<file path="src/hw/rtl/rcm_pkg.sv">
`default_nettype none

package rcm_pkg;

   // Default bitmap address width.
   localparam int HASH_BITS_DEF = 16;

   localparam int SUM_W  = 16;
   localparam int BYTE_W = 8;
   localparam int POS_W  = 16;

   localparam logic [SUM_W-1:0] WIN_LEN_RST = 16'd700;
   localparam logic [POS_W-1:0] POS_MAX     = 16'hffff;

   // Configuration port: byte address 4*i, so bit 2 selects the register.
   localparam int CSR_ADDR_W   = 3;
   localparam int CSR_DATA_W   = 32;
   localparam int CSR_IDX_LSB  = 2;
   localparam logic REG_WIN_LEN = 1'b0;

   typedef enum logic [1:0] {
      KIND_PREFIX = 2'd0,
      KIND_ROLL   = 2'd1,
      KIND_MARK   = 2'd2,
      KIND_CLEAR  = 2'd3
   } kind_type;

   // Access request from the pipeline to the presence bitmap.
   typedef struct packed {
      logic wr_en;
      logic rd_en;
   } map_ctl_type;

   // Result fields held in the output register; hit is formed from the
   // bitmap read data and the roll flag.
   typedef struct packed {
      logic [SUM_W-1:0] sum_low;
      logic [SUM_W-1:0] sum_high;
      logic [SUM_W-1:0] hash_index;
      logic             roll;
      logic [POS_W-1:0] position;
   } result_type;

endpackage

`default_nettype wire

</file>
<file path="src/hw/rtl/rcm_csr.sv">
`default_nettype none

module rcm_csr
   import rcm_pkg::*;
(
   input  wire logic                  clock,
   input  wire logic                  reset,
   input  wire logic                  psel,
   input  wire logic                  penable,
   input  wire logic                  pwrite,
   input  wire logic [CSR_ADDR_W-1:0] paddr,
   input  wire logic [CSR_DATA_W-1:0] pwdata,
   output logic      [CSR_DATA_W-1:0] prdata,
   output logic      [SUM_W-1:0]      win_len
);

   logic [SUM_W-1:0] win_len_ff;
   logic             sel_win_len;
   logic             wr_en;

   assign sel_win_len = (paddr[CSR_IDX_LSB] == REG_WIN_LEN);
   assign wr_en       = psel && penable && pwrite;

   always_ff @(posedge clock) begin
      if (reset) begin
         win_len_ff <= WIN_LEN_RST;
      end else if (wr_en && sel_win_len) begin
         win_len_ff <= pwdata[SUM_W-1:0];
      end
   end

   always_comb begin
      prdata = '0;
      if (sel_win_len) begin
         prdata = {{(CSR_DATA_W-SUM_W){1'b0}}, win_len_ff};
      end
   end

   assign win_len = win_len_ff;

endmodule

`default_nettype wire

</file>
<file path="config.mk">
export PLATFORM = sky130hd
export DESIGN_NAME = rcm_csr
export DESIGN_NICKNAME = d
export VERILOG_FILES = /design/src/hw/rtl/rcm_pkg.sv /design/src/hw/rtl/rcm_csr.sv
export SDC_FILE = /design/constraint.sdc
export NUM_CORES = 1
export LEC_CHECK = 0
export ABC_CLOCK_PERIOD_IN_PS = 800
export BUFFER_PORTS_ARGS = -buffer_cell sky130_fd_sc_hd__buf_4
export CORE_MARGIN = 1.5
export CORE_UTILIZATION = 34
export CTS_BUF_LIST = sky130_fd_sc_hd__clkbuf_8
export CTS_CLUSTER_DIAMETER = 40
export DETAILED_ROUTE_END_ITERATION = 12
export PLACE_DENSITY = 0.78
export SYNTH_ARGS = -nofsm -noshare
export SYNTH_HDL_FRONTEND = slang
export SYNTH_SLANG_ARGS = --single-unit
</file>
<file path="constraint.sdc">
create_clock -name clock -period 0.8 [get_ports clock]
set_input_delay 0.08 -clock clock [delete_from_list [all_inputs] [get_ports clock]]
set_output_delay 0.08 -clock clock [all_outputs]
set_load 0.03 [all_outputs]
</file>
Word-level counts from Yosys, hierarchy flattened
Cells that the tools add are included.
{ "totals": {"reg_bits": 16, "latch_bits": 0, "mem_bits_rw": 0, "rom_bits": 0, "word_cells": 6, "mem_count": 0} }
{ "op_classes": {"addsub": 0, "mul": 0, "div_mod_pow": 0, "n_lt_le_gt_ge": 0, "n_eq_ne": 0, "shift": 0, "n_mux": 1, "bitwise": 1, "reduce_logical": 3} }
{ "op_table": {"columns": ["cell", "n"], "rows": [
  ["$mux 16", 1],
  ["$logic_and 1x1->1", 3],
  ["$not 1->1", 1]
]} }

Longest topological paths before layout
{ "depth": {"depth_word": 3, "mapped_depth": 4, "mapped_depth_nobuf": 2} }

Least setup slack after synthesis
No wires, ideal clock.
{ "synth_path": {"path_type": "register -> output", "startpoint": "reg win_len_ff[10] (netlist: win_len[10])", "endpoint": "out prdata[10]", "arrival_ps": 1011, "required_time_ps": 720, "slack_ps": -291, "path_stages_with_launch": 2, "path_buffers": 0, "cell_sequence": "dfxtp_1 nor2b_1"} }
{ "synth_between": {"elab_chain_len": 1} }
{ "synth_rtl": {"columns": ["item", "line", "rtl"], "rows": [
  ["from (decl)", "rcm_csr.sv:17", "logic [SUM_W-1:0] win_len_ff;"],
  ["from (signal assigned)", "rcm_csr.sv:28", "win_len_ff <= pwdata[SUM_W-1:0];"],
  ["$mux 16", "rcm_csr.sv:34", "if (sel_win_len) begin"],
  ["to (decl)", "rcm_csr.sv:13", "output logic [CSR_DATA_W-1:0] prdata,"]
]} }
No other way between the ends.

Worst setup path after layout
{ "layout_path": {"startpoint": "reg win_len_ff[2] (netlist: win_len[2])", "endpoint": "out prdata[2]"} }
Same word-level chain as after synthesis.

==> results.cfg <==
[layout]
largest_register_ffs = 16
nFillCells = 170
area_growth_pct = 90.9
multi_input_area_um2 = 601
finalNonFillerCells = 208
seqCellArea_um2 = 343
drive_above_1_share_pct = 64.6
fin_util_pct = 70.9
layout.nets = 220
antenna_cells = 0

[critical_path]
r2r-end = win_len[10]$_SDFFE_PP0P_
crit_arrival_ns = 0.90
regToRegSetupSlack_ns = -0.01
r2r-start = win_len[10]$_SDFFE_PP0P_
reg2regPathDepth = 4
crit_fanout = 2
path_class = reg2out
start_kind = register
worstPathRequired_ns = 0.72
endpoint_kind = output port

[logic_synthesis]
synth-seq-cells = 16
synthCells = 104
yosysSeqAreaShare_pct = 33.9
synth_common_cells = nand2b_1 (20), buf_4 (16), dfxtp_1 (16), mux2i_1 (16), nor2_1 (12)
synth_ff_type = dfxtp_1
syn_area_per_cell_um2 = 9.10
synthMuxAreaShare_pct = 16.9
syn-cell-area_um2 = 946
synth_edf_count = 0
yosys_warnings = 0
synth_top_area_share_pct = 33.9
synthSimpleGateAreaFrac_pct = 31.2
synth_compound_area_share_pct = 0
synth_fa_ha_area_share_pct = 0
synth_top_family_by_area = simple AND/OR/NAND/NOR gates
yosys.area.top_type = dfxtp_1
synth.most_common_cell = nand2b_1
synth_cell_type_count = 12
synth_xor_area_share_pct = 0
synth.area.top_cells = dfxtp_1 (34%), mux2i_1 (17%), nand2b_1 (13%), buf_4 (13%), nor2b_1 (6.6%)
async_reset_ff_share_pct = 0

[clock_network]
root_buffer = clkbuf_8
clk_path_buf_depth = 2
htree_levels = 1
clkLatencyLatePin_ns = 0.24
cts_sinks = 16
ctsHoldBuffers = 0
numCtsBuffers = 3
tritoncts = done
clk_pin_slew_ns = 0.06

[worst_hold_path]
hold_end = win_len[7]$_SDFFE_PP1P_
hold_path.class = in2reg
holdPathStages = 3
hold_start = pwdata[7]

[grt]
grt_pass1_vias = 854
grt_remaining_overflow = 0
grt_pass1_wl_um = 3920
grt_usage_pct = 15.9
antenna_found_initial = 0
grt_max_degree = 33

[routing]
routedWlPerCell_um = 12.8
drt-total-wl_um = 2660
drt_iter0_markers = 16
route.vias.total = 909
dr.pass1.iters = 4
drtAntennaViolNets = 0
drc_errors = 0
vias_per_cell = 4.37

[sta]
period_needed_ns = 0.979
worst_slack_ns = -0.179
min_period_over_period_pct = 122
rsz0062_at_grt = true
finalSetupViolCount = 32
hold_violations = 0
fin_worst_skew_ns = 0
max_freq_mhz = 1020
slew_violations = 0

[floorplanning]
core_um2 = 2540
ios = 88
std_cell_rows = 18
die_area_um2 = 3110
fp.dieH_um = 55.7
start_util_pct = 37.2
die_w_um = 55.7

[pwr]
max-vdd-ir-drop_uv = 998
power.total_mw = 2.01
p_leak_nw = 0.843
power_density_nw_per_um2 = 1110

[run_status]
outcome = complete, but fails checks
violations = negative setup slack

[place]
dp_hpwl_um = 1580
port_buffers = 53
place_inst = 184
routabilityCongestion = 0.768

[run]
maxCapViolCount = 0
worst max path at each step:
stage	startpoint	endpoint	slack, ns	cells past startpoint
after floorplan	paddr[2]	win_len[4]$_SDFFE_PP1P_	-0.03	4
after global placement	paddr[2]	win_len[11]$_SDFFE_PP0P_	-0.12	4
after detailed placement	paddr[2]	win_len[10]$_SDFFE_PP0P_	-0.15	4
after CTS	win_len[0]$_SDFFE_PP0P_	prdata[0]	-0.17	2
after global routing	win_len[2]$_SDFFE_PP1P_	prdata[2]	-0.21	2
final	win_len[2]$_SDFFE_PP1P_	prdata[2]	-0.18	2
power breakdown:
part           internal (mW)  total (mW)  switching, mW
clock network          0.333       0.587          0.254
registers              0.815       0.830         0.0145
logic                  0.270       0.592          0.322
cell families after synthesis:
logic type	Yosys count
buffers and inverters	22
multiplexers	16
other	1
flip-flops	16
AND/OR/NAND/NOR	49
repair_timing:
action	CTS	global route
pin swaps	1	1
endpoints found under the setup margin	32	34
buffers inserted	10	11
resized for setup	36	14
cloned	0	0
cells in the final DEF (no fill, tap or decap):
cell / netlist / routed
nor2_1: 12 / 10
nor2b_4: 0 / 10
nor2_2: 0 / 1
nand2b_1: 20 / 20
mux2i_1: 16 / 16
and4b_1: 1 / 1
dfxtp_2: 0 / 15
nor2_4: 0 / 1
and2b_2: 6 / 6
dfxtp_4: 0 / 1
clkbuf_8: 0 / 3
buf_6: 1 / 46
buf_12: 1 / 2
conb_1: 1 / 16
buf_4: 16 / 30
cell type report:
| type | count | share of cell area, % |
|---|---|---|
| timing repair buffer | 78 | 43.4 |
| tap | 30 | 2.08 |
| multi-input combinational | 81 | 33.3 |
| clock buffer | 3 | 2.29 |
| sequential | 16 | 19.0 |
metal layers:
layer / wire [um] / vias to the layer above / track usage (%)
met5: 0 / - / 0
met4: 19 / 0 / 5.23
met3: 176 / 4 / 4.42
met2: 1390 / 44 / 28.9
met1: 1070 / 421 / 17.6
li1: - / 440 / -
stage by stage:
stage | hold WS (ns) | setup slack [ns] | instance area (um^2) | setup TNS [ns]
3_3_place_gp | 0.338 | -0.116 | 1420 | -2.16
6_report | 0.0946 | -0.179 | 1810 | -3.50
3_5_place_dp | 0.350 | -0.151 | 1420 | -2.53
4_1_cts | 0.0947 | -0.169 | 1670 | -3.05
5_1_grt | 0.0960 | -0.205 | 1810 | -4.33
2_1_floorplan | 0.227 | -0.0256 | 1100 | -0.256
critical path: stages (launching register included):
cell     delay, ns
dfxtp_2       0.32
and2b_2       0.20
buf_6         0.14
No activity file was read; power rests on OpenSTA's default activity.
